File: src/rtl/nnu_pkg.sv
// nnu_pkg: shared types and codes for the nearest-neighbour upscaler
// no dependencies; used by every module of the block but nnu_ram
package nnu_pkg;

    // request codes carried on func
    localparam logic FUNC_PUSH = 1'b0;
    localparam logic FUNC_PULL = 1'b1;

    // configuration register indexes
    localparam logic REG_SCALE     = 1'b0;
    localparam logic REG_ROW_WIDTH = 1'b1;

    localparam int SCALE_W = 5;
    localparam int ROWW_W  = 12;
    localparam int CFG_W   = 12;
    localparam int CHAN_W  = 8;
    localparam int PIX_W   = 3 * CHAN_W;

    // per-pull status travelling from the counters to the output stage
    typedef struct packed {
        logic valid_res;
        logic pix_use;
        logic is_padding;
        logic end_of_line;
        logic row_done;
        logic overflow;
    } pull_meta_t;

endpackage

File: src/rtl/nnu_ctrl.sv
// nnu_ctrl: configuration registers, fill and emission counters, ram requests
// depends on nnu_pkg
module nnu_ctrl #(
    parameter int MAX_WIDTH = 2048,
    parameter int MAX_SCALE = 16
) (
    input  logic                                          clk,
    input  logic                                          rst_n,
    input  logic                                          cfg_we,
    input  logic                                          cfg_index,
    input  logic [nnu_pkg::CFG_W-1:0]                     cfg_data,
    input  logic                                          in_fire,
    input  logic                                          func,
    input  logic [nnu_pkg::PIX_W-1:0]                     pixel,
    output logic                                          ram_we,
    output logic [(MAX_WIDTH > 1 ? $clog2(MAX_WIDTH) : 1)-1:0] ram_waddr,
    output logic [nnu_pkg::PIX_W-1:0]                     ram_wdata,
    output logic                                          ram_re,
    output logic [(MAX_WIDTH > 1 ? $clog2(MAX_WIDTH) : 1)-1:0] ram_raddr,
    output logic                                          pull_fire,
    output nnu_pkg::pull_meta_t                           meta
);

    localparam int AW = (MAX_WIDTH > 1) ? $clog2(MAX_WIDTH) : 1;
    localparam int CW = $clog2(MAX_WIDTH + 1);
    localparam int SW = $clog2(MAX_SCALE + 1);

    logic [nnu_pkg::SCALE_W-1:0] scale_reg;
    logic [nnu_pkg::ROWW_W-1:0]  row_width_reg;

    logic [CW-1:0] fill_reg, fill_next;
    logic [CW-1:0] col_reg, col_next;
    logic [SW-1:0] across_reg, across_next;
    logic [SW-1:0] replay_reg, replay_next;
    logic [1:0]    pad_reg, pad_next;
    logic          emitting_reg, emitting_next;
    logic          ovf_reg, ovf_next;

    logic [CW-1:0] w_eff;
    logic [SW-1:0] s_eff;
    logic [1:0]    pads;
    logic [CW-1:0] fill_inc;
    logic [CW-1:0] col_inc;
    logic [SW-1:0] across_inc;
    logic [SW-1:0] replay_inc;
    logic [2:0]    pad_inc;
    logic          em;
    logic          eol;
    logic          done;

    // out-of-range settings clamp to the legal range
    always_comb
    begin
        if (row_width_reg == '0)
        begin
            w_eff = CW'(1);
        end
        else if (row_width_reg > MAX_WIDTH)
        begin
            w_eff = CW'(MAX_WIDTH);
        end
        else
        begin
            w_eff = CW'(row_width_reg);
        end

        if (scale_reg == '0)
        begin
            s_eff = SW'(1);
        end
        else if (scale_reg > MAX_SCALE)
        begin
            s_eff = SW'(MAX_SCALE);
        end
        else
        begin
            s_eff = SW'(scale_reg);
        end
    end

    // padding bytes (4 - 3*w*s mod 4) mod 4 reduce to w*s mod 4
    assign pads = 2'(2'(w_eff) * 2'(s_eff));

    assign fill_inc   = fill_reg + CW'(1);
    assign col_inc    = col_reg + CW'(1);
    assign across_inc = across_reg + SW'(1);
    assign replay_inc = replay_reg + SW'(1);
    assign pad_inc    = {1'b0, pad_reg} + 3'd1;

    always_comb
    begin
        fill_next     = fill_reg;
        col_next      = col_reg;
        across_next   = across_reg;
        replay_next   = replay_reg;
        pad_next      = pad_reg;
        emitting_next = emitting_reg;
        ovf_next      = ovf_reg;
        ram_we        = 1'b0;
        ram_re        = 1'b0;
        pull_fire     = 1'b0;
        eol           = 1'b0;
        done          = 1'b0;
        em            = emitting_reg || (fill_reg >= w_eff);
        meta          = '0;
        meta.overflow = ovf_reg;

        if (in_fire)
        begin
            if (func == nnu_pkg::FUNC_PUSH)
            begin
                if (em)
                begin
                    emitting_next = 1'b1;
                    ovf_next      = 1'b1;
                end
                else
                begin
                    ram_we    = 1'b1;
                    fill_next = fill_inc;
                    if (fill_inc >= w_eff)
                    begin
                        emitting_next = 1'b1;
                    end
                end
            end
            else
            begin
                pull_fire     = 1'b1;
                emitting_next = em;
                if (em)
                begin
                    meta.valid_res = 1'b1;
                    if (col_reg < w_eff)
                    begin
                        ram_re       = 1'b1;
                        meta.pix_use = 1'b1;
                        if (across_inc >= s_eff)
                        begin
                            across_next = '0;
                            col_next    = col_inc;
                            eol         = (col_inc >= w_eff) && (pads == 2'd0);
                        end
                        else
                        begin
                            across_next = across_inc;
                        end
                    end
                    else
                    begin
                        meta.is_padding = 1'b1;
                        pad_next        = pad_inc[1:0];
                        eol             = pad_inc >= {1'b0, pads};
                    end

                    if (eol)
                    begin
                        col_next    = '0;
                        across_next = '0;
                        pad_next    = '0;
                        replay_next = replay_inc;
                        if (replay_inc >= s_eff)
                        begin
                            done          = 1'b1;
                            replay_next   = '0;
                            fill_next     = '0;
                            emitting_next = 1'b0;
                        end
                    end
                end
                meta.end_of_line = eol;
                meta.row_done    = done;
            end
        end
    end

    assign ram_waddr = fill_reg[AW-1:0];
    assign ram_wdata = pixel;
    assign ram_raddr = col_reg[AW-1:0];

    always_ff @(posedge clk or negedge rst_n)
    begin
        if (!rst_n)
        begin
            scale_reg     <= nnu_pkg::SCALE_W'(1);
            row_width_reg <= nnu_pkg::ROWW_W'(1);
            fill_reg      <= '0;
            col_reg       <= '0;
            across_reg    <= '0;
            replay_reg    <= '0;
            pad_reg       <= '0;
            emitting_reg  <= 1'b0;
            ovf_reg       <= 1'b0;
        end
        else
        begin
            if (cfg_we)
            begin
                unique case (cfg_index)
                    nnu_pkg::REG_SCALE:
                        scale_reg <= cfg_data[nnu_pkg::SCALE_W-1:0];
                    nnu_pkg::REG_ROW_WIDTH:
                        row_width_reg <= cfg_data[nnu_pkg::ROWW_W-1:0];
                    default:
                        scale_reg <= scale_reg;
                endcase
            end
            fill_reg     <= fill_next;
            col_reg      <= col_next;
            across_reg   <= across_next;
            replay_reg   <= replay_next;
            pad_reg      <= pad_next;
            emitting_reg <= emitting_next;
            ovf_reg      <= ovf_next;
        end
    end

endmodule

File: config.mk
export PLATFORM = sky130hd
export DESIGN_NAME = nnu_ctrl
export DESIGN_NICKNAME = d
export VERILOG_FILES = /design/src/rtl/nnu_pkg.sv /design/src/rtl/nnu_ctrl.sv
export SDC_FILE = /design/constraint.sdc
export NUM_CORES = 1
export LEC_CHECK = 0
export BUFFER_PORTS_ARGS = -buffer_cell sky130_fd_sc_hd__clkbuf_2
export CAP_MARGIN = 5
export CORE_MARGIN = 3
export CORE_UTILIZATION = 35
export CTS_CLUSTER_SIZE = 10
export DETAILED_ROUTE_END_ITERATION = 16
export SLEW_MARGIN = 20
export SYNTH_ARGS = -nofsm -noshare
export SYNTH_HDL_FRONTEND = slang
export SYNTH_SLANG_ARGS = --single-unit
File: constraint.sdc
create_clock -name clk -period 7.1 [get_ports clk]
set_clock_uncertainty 0.1 [all_clocks]
set_input_delay 1.42 -clock clk [delete_from_list [all_inputs] [get_ports clk]]
set_output_delay 1.42 -clock clk [all_outputs]
set_load 0.02 [all_outputs]
==> metrics.cfg <==
[run_status]
status=complete, no violations

[drt]
drtAntennaViolNets=0
num_vias=3516
wirelength_mm=10.61
routedWlPerCell_um=15.56
viasPerCell=5.155
dr.first_iter.drc_count=194
first_pass_iters=4
drc=0

[synthesis]
synth_edf_count=0
synth_top_area_share_pct=28.49
async_reset_ff_share_pct=100.0
synth_largest_area_cell=dfrtp_1
netlist_area_um2=4654
synthFlopType=dfrtp_1
syn_avg_cell_area_um2=9.091
yosys-top-cells-count=ha_1, nand2_1, dfrtp_1, buf_4, o21ai_0
ys_seq_elements=55
synth.area.top_cells=dfrtp_1, ha_1, buf_4
post-synth-top-count-cell=ha_1
syn_inst=512
synth_cell_types=61
seq_area_frac_synth_pct=29.62
ys_warn_count=0
synth_nets=619

[pwr]
pwr-share-clk_pct=21.4
intPower_mw=0.7335
comb_power_share_pct=43.0
power_mw=1.251
p_leak_nw=2.288
powerDensity_nw_per_um2=257.3
power.switching_fraction_pct=41.34
p_switching_mw=0.5170
seqPwrFrac_pct=35.6
ir_drop_mv=0.09759

[cts]
clk_latency_ns=0.30
clk_path_buf_depth=2
h-tree-depth=2
cts_setup_buffers=0
numCtsBuffers=5
cts_tree=yes
clk_pin_slew_ns=0.08
cts_resized=0
cts_root_buffer=clkbuf_16
numClockSinks=55
cts_hold_buf=0

[floorplan]
initial_core_util_pct=36.29
die_w_um=121.3
ios=97
core-area_um2=12820
fp-row-count=41
die_h_um=121.3
die_area_um2=14720

[final_layout]
area_delta_synth_final_pct=4.435
nets=616
diodes=0
drive_above_1_share_pct=18.04

[grt]
grt_pass1_wl_mm=18.02
grt.overflow.total=0
first_global_vias=3561
antenna_found_initial=0
gr-usage-all-layers_pct=15.22
grt_start_max_net_pins=56

[critical_path]
crit_required_ns=5.58
arrival_ns=4.29
worst-path-max-fanout=13
path_cells=nor4_1, a31oi_2, nor2_1, ha_1, nand2b_1, a21oi_1, o41ai_2, a21boi_1, or3_1, o22ai_2, nor2b_1, and2_1, clkbuf_2
critPathBufInv=1
crit_path_top_delay_cell=nor2b_1
end_kind=output port
crit_type=reg2out
critPathMaxStageDelay_ns=0.58
crit_family=simple AND/OR/NAND/NOR gates
critPathLaunchType=flip-flop

[sta]
tns_ns=0
period_share_pct=81.85
slew_violations=0
hold_violations=0
finalSetupViolCount=0
worstMarginPinSlew_ns=0.7208
timing.slew.headroom_pct=51.80
rsz0062_at_grt=no
period_needed_ns=5.812
max_clock_freq_ghz=0.1721
holdWs_ns=0.3861

[placement]
port_buffers=48
globalplace.congestion=0.8856
dp_hpwl_mm=8.375

[hold_path]
hold_class=reg2reg

[flow_run]
max_cap_violations=0

-- worst paths after layout --
path	slack, ns	from	cells past startpoint	end
setup / recovery	1.29	row_width_reg[2]$_DFFE_PN0P_	13	meta[1]
setup reg to reg	2.90	row_width_reg[2]$_DFFE_PN0P_	12	replay_reg[1]$_DFFE_PN0P_
max in group asynchronous	5.28	rst_n	2	pad_reg[0]$_DFFE_PN0P_
hold reg to reg	0.39	ovf_reg$_DFFE_PN0P_	1	ovf_reg$_DFFE_PN0P_
hold / removal	0.39	ovf_reg$_DFFE_PN0P_	1	ovf_reg$_DFFE_PN0P_
min in group asynchronous	1.15	rst_n	2	fill_reg[2]$_DFFE_PN0P_
-- cells by family (layout without fill, tap and decap cells) --
logic type	after synthesis	in the layout	synth area share [%]
fa+ha+maj	66	66	17.85
compound gates	100	100	14.25
xor+xnor	22	22	4.140
buf+inv	76	74	10.30
flops	55	55	29.62
simple gates	170	170	18.36
mux	23	23	5.484
-- layout make-up --
cell class / count / area [um^2]
multi-input cells: 381 / 2796
flip-flops and latches: 55 / 1379
clock buffers: 5 / 125.1
inverters: 17 / 63.81
repair buffers: 49 / 247.7
well taps: 172 / 215.2
fillers: 1337 / 7964
clock inverters: 3 / 33.78
-- metrics by stage --
stage / cells / util [%] / setup WS [ns] / instance area [um^2]
6_report: 682 / 37.90 / 1.288 / 4861
3_5_place_dp: 674 / 36.66 / 1.558 / 4702
3_3_place_gp: 674 / 36.66 / 1.638 / 4702
4_1_cts: 682 / 37.90 / 1.236 / 4861
2_1_floorplan: 512 / - / 2.544 / 4654
5_1_grt: 682 / 37.90 / 0.8278 / 4861
-- worst register-to-register path, stage by stage, from the launching register on --
cell	delay [ns]
dfrtp_1	0.40
nor4_1	0.35
a31oi_2	0.18
nor2_1	0.33
ha_1	0.21
nand2b_1	0.10
a21oi_1	0.07
o41ai_2	0.26
a21boi_1	0.24
or3_1	0.42
o22ai_2	0.48
nor2b_1	0.58
mux2_1	0.38
-- per-layer routing --
metal / vias to the layer above / routed length (um) / part of all wire (%) / GRT usage [%]
li1: 1770 / - / - / -
met1: 1640 / 5299 / 50 / 21.61
met3: 24 / 460 / 4.3 / 2.657
met2: 82 / 4598 / 43 / 23.25
met5: - / 0 / 0 / 0
met4: 0 / 255 / 2.4 / 5.392
-- power by group through the flow --
| stage | Combinational [mW] | Clock [mW] | Sequential (mW) |
|---|---|---|---|
| finish | 0.538 | 0.267 | 0.446 |
| global route | 0.623 | 0.290 | 0.459 |
| CTS | 0.542 | 0.280 | 0.446 |
| detailed placement | 0.539 | 0 | 0.451 |
| global placement | 0.521 | 0 | 0.448 |
| floorplan | 0.452 | 0 | 0.428 |
-- cell usage in the layout, fill, tap and decap left out, types with 9 or more instances in the layout --
| master | n |
|---|---|
| ha_1 | 64 |
| nand2_1 | 59 |
| dfrtp_1 | 53 |
| clkbuf_2 | 48 |
| o21ai_0 | 29 |
| nor2_1 | 23 |
| nand3_1 | 20 |
| mux2_2 | 18 |
| nand2b_1 | 17 |
| inv_1 | 16 |
| xnor2_1 | 14 |
| o21ai_1 | 13 |
| a21oi_1 | 12 |
| nand4_1 | 9 |
No activity file was read; power rests on OpenSTA's default activity.
