==> src/rtl/nnu_pkg.sv <==
// nnu_pkg: shared types and codes for the nearest-neighbour upscaler
// no dependencies; used by every module of the block but nnu_ram
package nnu_pkg;

    // request codes carried on func
    localparam logic FUNC_PUSH = 1'b0;
    localparam logic FUNC_PULL = 1'b1;

    // configuration register indexes
    localparam logic REG_SCALE     = 1'b0;
    localparam logic REG_ROW_WIDTH = 1'b1;

    localparam int SCALE_W = 5;
    localparam int ROWW_W  = 12;
    localparam int CFG_W   = 12;
    localparam int CHAN_W  = 8;
    localparam int PIX_W   = 3 * CHAN_W;

    // per-pull status travelling from the counters to the output stage
    typedef struct packed {
        logic valid_res;
        logic pix_use;
        logic is_padding;
        logic end_of_line;
        logic row_done;
        logic overflow;
    } pull_meta_t;

endpackage

==> src/rtl/nnu_out.sv <==
// nnu_out: ram read stage and output register with stall handling
// depends on nnu_pkg
module nnu_out (
    input  logic                        clk,
    input  logic                        rst_n,
    input  logic                        pull_fire,
    input  nnu_pkg::pull_meta_t         meta,
    input  logic [nnu_pkg::PIX_W-1:0]   rd_data,
    input  logic                        out_stall,
    output logic                        busy,
    output logic                        out_valid,
    output logic                        valid_res,
    output logic                        is_padding,
    output logic [nnu_pkg::CHAN_W-1:0]  out_blue,
    output logic [nnu_pkg::CHAN_W-1:0]  out_green,
    output logic [nnu_pkg::CHAN_W-1:0]  out_red,
    output logic                        end_of_line,
    output logic                        row_done,
    output logic                        overflow
);

    logic                      s1_valid_reg;
    nnu_pkg::pull_meta_t       s1_meta_reg;
    logic                      out_valid_reg;
    nnu_pkg::pull_meta_t       out_meta_reg;
    logic [nnu_pkg::PIX_W-1:0] out_pix_reg;
    logic                      advance;

    assign advance = s1_valid_reg && (!out_valid_reg || !out_stall);
    // read stage occupied and unable to move on
    assign busy    = s1_valid_reg && !advance;

    always_ff @(posedge clk or negedge rst_n)
    begin
        if (!rst_n)
        begin
            s1_valid_reg  <= 1'b0;
            out_valid_reg <= 1'b0;
        end
        else
        begin
            if (pull_fire)
            begin
                s1_valid_reg <= 1'b1;
            end
            else if (advance)
            begin
                s1_valid_reg <= 1'b0;
            end

            if (advance)
            begin
                out_valid_reg <= 1'b1;
            end
            else if (!out_stall)
            begin
                out_valid_reg <= 1'b0;
            end
        end
    end

    always_ff @(posedge clk)
    begin
        if (pull_fire)
        begin
            s1_meta_reg <= meta;
        end
        if (advance)
        begin
            out_meta_reg <= s1_meta_reg;
            out_pix_reg  <= s1_meta_reg.pix_use ? rd_data : '0;
        end
    end

    assign out_valid   = out_valid_reg;
    assign valid_res   = out_meta_reg.valid_res;
    assign is_padding  = out_meta_reg.is_padding;
    assign out_blue    = out_pix_reg[nnu_pkg::CHAN_W-1:0];
    assign out_green   = out_pix_reg[2*nnu_pkg::CHAN_W-1:nnu_pkg::CHAN_W];
    assign out_red     = out_pix_reg[3*nnu_pkg::CHAN_W-1:2*nnu_pkg::CHAN_W];
    assign end_of_line = out_meta_reg.end_of_line;
    assign row_done    = out_meta_reg.row_done;
    assign overflow    = out_meta_reg.overflow;

endmodule

==> config.mk <==
export PLATFORM = sky130hd
export DESIGN_NAME = nnu_out
export DESIGN_NICKNAME = d
export VERILOG_FILES = /design/src/rtl/nnu_pkg.sv /design/src/rtl/nnu_out.sv
export SDC_FILE = /design/constraint.sdc
export NUM_CORES = 1
export LEC_CHECK = 0
export ABC_AREA = 0
export BUFFER_PORTS_ARGS = -buffer_cell sky130_fd_sc_hd__clkbuf_2
export CORE_ASPECT_RATIO = 0.75
export CORE_UTILIZATION = 40
export DETAILED_ROUTE_END_ITERATION = 16
export PLACE_DENSITY = 0.8
export SLEW_MARGIN = 25
export SYNTH_ARGS = -nofsm -noshare
export SYNTH_HDL_FRONTEND = slang
export SYNTH_SLANG_ARGS = --single-unit
==> constraint.sdc <==
create_clock -name clk -period 3.15 [get_ports clk]
set_input_delay 0.4725 -clock clk [delete_from_list [all_inputs] [get_ports clk]]
set_output_delay 0.4725 -clock clk [all_outputs]
set_load 0.02 [all_outputs]
==> impl_metrics.csv, run 1 <==
group,metric,value,unit
synth,yosysMostFrequentCell,"edfxtp_1",
synth,synth_fa_ha_area_frac,0,
synth,synthArstFlopShare,0.0541,
power,power,1.03,mW
synth,synth_nets,101,
power,p_per_area,580,mW/mm^2
final_layout,nets,171,
global_routing,grt_max_degree,30,
final_layout,final_cells,176,
power,vdd_drop_max,0.362,mV
place,routabilityCongestion,0.665,
synth,ys_seq_area_frac,0.830,
run,maxCapViolCount,0,
clock_tree,numCtsBuffers,5,
clock_tree,clockBufferDepth,2,
critical_path,cp_num_buf_inv,0,
place,portBuffers,64,
route,routed_wl,2130,um
critical_path,cp_slowest_cell,"a21boi_4",
synth,synthTopCellsByArea,"edfxtp_1 (79%), and2_2 (10%), dfrtp_1 (3.8%), and2_1 (2.8%), buf_6 (1.7%)",
synth,synth_top_family_by_area,"simple AND/OR/NAND/NOR gates",
floorplan,core-area,0.00304,sq mm
synth,syn_area,0.00133,sq mm
synth,ys_ff_latch,37,
timing,setup_viol,0,
global_routing,grt_usage,0.136,
critical_path,r2r_slack,1560,ps
final_layout,antenna_cells,0,
route,dr.pass1.iters,2,
synth,ys_types,9,
critical_path,slowest_delay,760,ps
timing,period_minus_slack,1590,ps
floorplan,dieWidth,68.5,um
synth,synth_compound_area_frac,0.0179,
global_routing,grt_overflow_total,0,
timing,min_period_over_period,0.505,
synth,yosys.area.top_type,"edfxtp_1",
route,ant_nets,0,
timing,finalSetupTns,0,ps
synth,synthMuxAreaShare,0,
clock_tree,clk_latency,270,ps
place,dp_hpwl,1550,um
floorplan,io_pins,65,
final_layout,largest_reg_flops,24,
synth,synth_common_cells,"edfxtp_1 (35), and2_2 (18), and2_1 (6)",
critical_path,crit_chain,"a21boi_4",
clock_tree,cts.sinks,37,
final_layout,areaGrowthSynthToFinish,33.7,%
timing,rsz0062_at_grt,"false",
timing,timing.hold.ws,375,ps
floorplan,die_area,0.00355,sq mm
route,via_count,770,
floorplan,fp.dieH,51.9,um
critical_path,cp.required,3050,ps
route,post_drt_wl_per_cell,12.1,um
synth,syn_avg_cell_area,19.8,sq um
critical_path,cp_top_family,"compound AO/OA/AOI/OAI gates",
critical_path,cp-end-kind,"register",
critical_path,cp-start-kind,"register",
final_layout,drive_above_1_share,0.645,
floorplan,std_cell_rows,17,
synth,synth_edf_count,35,
critical_path,crit_arrival,1490,ps
critical_path,critPathMaxFanout,29,
global_routing,grt_pass1_vias,793,
global_routing,grt_pass1_wl,3250,um
clock_tree,path_clk_slew,60,ps
clock_tree,postCtsSetupRepairBufs,0,
synth,synth-xor-area-share,0,
timing,worstMarginPinSlew,924,ps
clock_tree,cts_root_buf,"clkbuf_8",
hold_path,hold_class,"primary input to register",
final_layout,fill_cells,257,
route,drt_iter0_markers,65,
synth,synth_top_area_frac,0.792,
power,leakage,0.776,nW
synth,ys_warn_count,0,
clock_tree,cts.htree.levels,2,
synth,synthFlopType,"edfxtp_1",
timing,max-slew-margin-rel,0.382,
global_routing,antenna_found_initial,0,
route,drc,0,
timing,drv_slew,0,
clock_tree,cts_tree,"yes",
outcome,status,"finished, final reports clean",
place,place_inst,167,
timing,finalClockSkew,2.04,ps
timing,fmax,629,MHz
synth,synth_cells,67,
critical_path,crit_type,"register to register",
route,avgViaCountPerCell,4.38,
timing,hold_viol_final,0,
synth,synth-simple-area-share,0.135,
floorplan,initial_core_util,0.436,
## cell families after synthesis
group,count (synthesis)
AOI/OAI and AO/OA,3
buffers and inverters,2
DFF,37
and+or+nand+nor,25
## where the power goes
group          switching (mW)  internal [mW]  leakage [nW]
Sequential             0.0166          0.589         0.366
Clock                   0.139          0.157        0.0395
Combinational          0.0760         0.0515         0.370
Total                   0.232          0.797         0.776
## layout make-up
class                           instances  area (sq um)  share of cell area
Multi-Input combinational cell         28           214               0.121
Sequential cell                        37          1100               0.621
Tap cell                               38          47.5              0.0268
Timing Repair Buffer                   65           330               0.186
Clock buffer                            8          80.1              0.0452
## per-stage QoR
step | setup slack (ps) | instance area, sq um | utilization
after floorplan | 54.2 | 1330 | -
after global placement | 1450 | 1680 | 0.553
after detailed placement | 1370 | 1680 | 0.553
after CTS | 1510 | 1770 | 0.583
after global routing | 1450 | 1770 | 0.583
final | 1560 | 1770 | 0.583
## final timing paths
kind | to | from | cells past startpoint
setup / recovery | valid_res$_DFFE_PP_ | out_valid$_DFFE_PN0P_ | 1
hold / removal | s1_meta_reg[4]$_DFFE_PP_ | meta[4] | 1
setup reg to reg | valid_res$_DFFE_PP_ | out_valid$_DFFE_PN0P_ | 1
hold reg to reg | row_done$_DFFE_PP_ | s1_meta_reg[1]$_DFFE_PP_ | 0
max in group asynchronous | out_valid$_DFFE_PN0P_ | rst_n | 2
min in group asynchronous | s1_valid_reg$_DFFE_PN0P_ | rst_n | 2
## cell usage in the layout (no fill, tap or decap)
cell / count
and2_2: 18
and3_1: 1
and2_1: 6
a31o_2: 1
edfxtp_1: 35
a21o_1: 1
a21boi_4: 1
dlygate4sd3_1: 1
clkbuf_8: 5
clkbuf_2: 64
dfrtp_1: 2
clkbuf_1: 3
## per-layer routing
| layer | routed length, um | global-route usage | share of wire |
|---|---|---|---|
| met5 | 0 | 0 | 0 |
| met4 | 8 | 0.0625 | 0.0038 |
| met3 | 250 | 0.0724 | 0.12 |
| met2 | 1120 | 0.258 | 0.53 |
| met1 | 744 | 0.112 | 0.35 |
## repair_timing
item,4_1_cts,5_1_grt
hold buffers,1,0
resized for setup,0,0
endpoints found under the hold margin,2,0
Note: power is estimated with default switching activity, not from simulation.
==> inputs of run 2 (changes only) <==
--- a/config.mk
+++ b/config.mk
@@ -8,9 +8,9 @@
 export ABC_AREA = 0
 export BUFFER_PORTS_ARGS = -buffer_cell sky130_fd_sc_hd__clkbuf_2
 export CORE_ASPECT_RATIO = 0.75
-export CORE_UTILIZATION = 40
+export CORE_UTILIZATION = 44
 export DETAILED_ROUTE_END_ITERATION = 16
-export PLACE_DENSITY = 0.8
+export PLACE_DENSITY = 0.83
 export SLEW_MARGIN = 25
 export SYNTH_ARGS = -nofsm -noshare
 export SYNTH_HDL_FRONTEND = slang
==> constraint.sdc (replaced) <==
create_clock -name clk -period 1.6 [get_ports clk]
set_input_delay 0.24 -clock clk [delete_from_list [all_inputs] [get_ports clk]]
set_output_delay 0.24 -clock clk [all_outputs]
set_load 0.02 [all_outputs]
==> run 2 against run 1 <==
Net effect: sequential share of layout area down 0.61 points; combinational power grew 110%; non-clock buffer count is 1 higher; design area up 0.99%; clock power up 95%; power grew 97%; largest cell class unchanged; largest power group unchanged.
==> impl_metrics.csv, run 2 (synthesis results as in run 1) <==
group,metric,value,unit
outcome,status,"finished, final reports clean",
timing,timing.hold.ws,142,ps
route,post_drt_wl_per_cell,11.7,um
floorplan,io_pins,65,
floorplan,initial_core_util,0.487,
place,portBuffers,64,
floorplan,dieWidth,65.4,um
power,p_per_area,1130,mW/mm^2
clock_tree,numCtsBuffers,5,
clock_tree,clockBufferDepth,2,
critical_path,cp.required,1360,ps
global_routing,grt_usage,0.139,
global_routing,grt_max_degree,30,
global_routing,gr-usage-met3,0.0764,
power,leakage,0.785,nW
final_layout,fill_cells,226,
place,pre_cts_ws,418,ps
run,maxCapViolCount,0,
final_layout,final_cell_mix,"clkbuf_2 (64), edfxtp_1 (35), and2_2 (18)",
critical_path,crit_type,"register to output pin",
final_layout,areaGrowthSynthToFinish,35.0,%
critical_path,cp-start-kind,"register",
clock_tree,cts_root_buf,"clkbuf_8",
route,drt_iter0_markers,37,
timing,setup_viol,0,
final_layout,drive_above_1_share,0.647,
route,routed_wl,2050,um
critical_path,crit_arrival,1070,ps
place,routabilityCongestion,0.648,
clock_tree,clk_latency,270,ps
floorplan,core-area,0.00272,sq mm
clock_tree,cts.htree.levels,2,
timing,setup_ws,293,ps
global_routing,grt_pass1_wl,3080,um
timing,finalClockSkew,6.22,ps
critical_path,cp-end-kind,"output pin",
clock_tree,path_clk_slew,70,ps
final_layout,largest_reg_flops,24,
timing,period_minus_slack,1310,ps
timing,fmax,765,MHz
timing,min_period_over_period,0.817,
global_routing,met1_usage,0.127,
route,dr.pass1.iters,4,
final_layout,antenna_cells,0,
timing,finalSetupTns,0,ps
global_routing,grt_busiest_layer,"met2",
timing,drv_slew,0,
route,avgViaCountPerCell,4.38,
critical_path,critPathMaxFanout,5,
floorplan,std_cell_rows,16,
route,via_count,766,
timing,rsz0062_at_grt,"false",
floorplan,die_area,0.00324,sq mm
route,ant_nets,0,
global_routing,grt_overflow_total,0,
clock_tree,cts.sinks,37,
floorplan,fp.dieH,49.5,um
timing,worstMarginPinSlew,529,ps
timing,max-slew-margin-rel,0.647,
final_layout,nets,172,
power,power,2.03,mW
timing,hold_viol_final,0,
route,drc,0,
hold_path,hold_class,"primary input to register",
power,vdd_drop_max,0.753,mV
global_routing,use_met2,0.241,
final_layout,final_common_cell,"clkbuf_2",
clock_tree,cts_tree,"yes",
global_routing,antenna_found_initial,0,
global_routing,grt_pass1_vias,742,
==> run 2: cell count changes in the layout (fill, tap and decap cells not counted) <==
cell / change
buf_12: +1
==> run 2: timing repair <==
action                                  in CTS  in global routing
setup buffers                                0                  0
gates resized for setup                      0                  0
endpoints found under the setup margin       0                  0
hold buffers                                 1                  0
endpoints found under the hold margin        2                  0
==> run 2: layout make-up <==
type	instances	area (sq um)	area share
repair buffers	66	350	0.196
clock buffers	8	80.1	0.0447
well taps	36	45.0	0.0252
flip-flops and latches	37	1100	0.615
multi-input cells	28	214	0.119
==> run 2: critical path, cell delays in order, from the launching register on <==
cell	delay, ps
dfrtp_1	450
and3_1	180
clkbuf_2	160
==> run 2: report_power, final <==
part | internal, mW | switching, mW
clock | 0.309 | 0.269
combinational | 0.111 | 0.153
sequential | 1.16 | 0.0314
==> run 2: path summary, 6_finish.rpt <==
path / slack (ps) / startpoint / endpoint / cells past startpoint
worst max-delay path: 290 / out_valid$_DFFE_PN0P_ / busy / 2
worst max register to register: 420 / s1_meta_reg[4]$_DFFE_PP_ / out_pix_reg[12]$_SDFFCE_PN0P_ / 1
max in group asynchronous: 1210 / rst_n / s1_valid_reg$_DFFE_PN0P_ / 2
worst min register to register: 420 / s1_meta_reg[2]$_DFFE_PP_ / end_of_line$_DFFE_PP_ / 0
min in group asynchronous: 290 / rst_n / out_valid$_DFFE_PN0P_ / 2
worst min-delay path: 140 / meta[0] / s1_meta_reg[0]$_DFFE_PP_ / 1
==> run 2: metal layers <==
layer	wire length (um)	share of wire
met5	0	0
met1	755	0.37
met2	1010	0.49
met3	276	0.13
met4	14	0.0068
==> run 2: through the flow <==
step	util	area [sq um]	std cells
3_3_place_gp	0.625	1700	166
3_5_place_dp	0.625	1700	166
4_1_cts	0.658	1790	175
2_1_floorplan	-	1340	67
6_report	0.658	1790	175
5_1_grt	0.658	1790	175
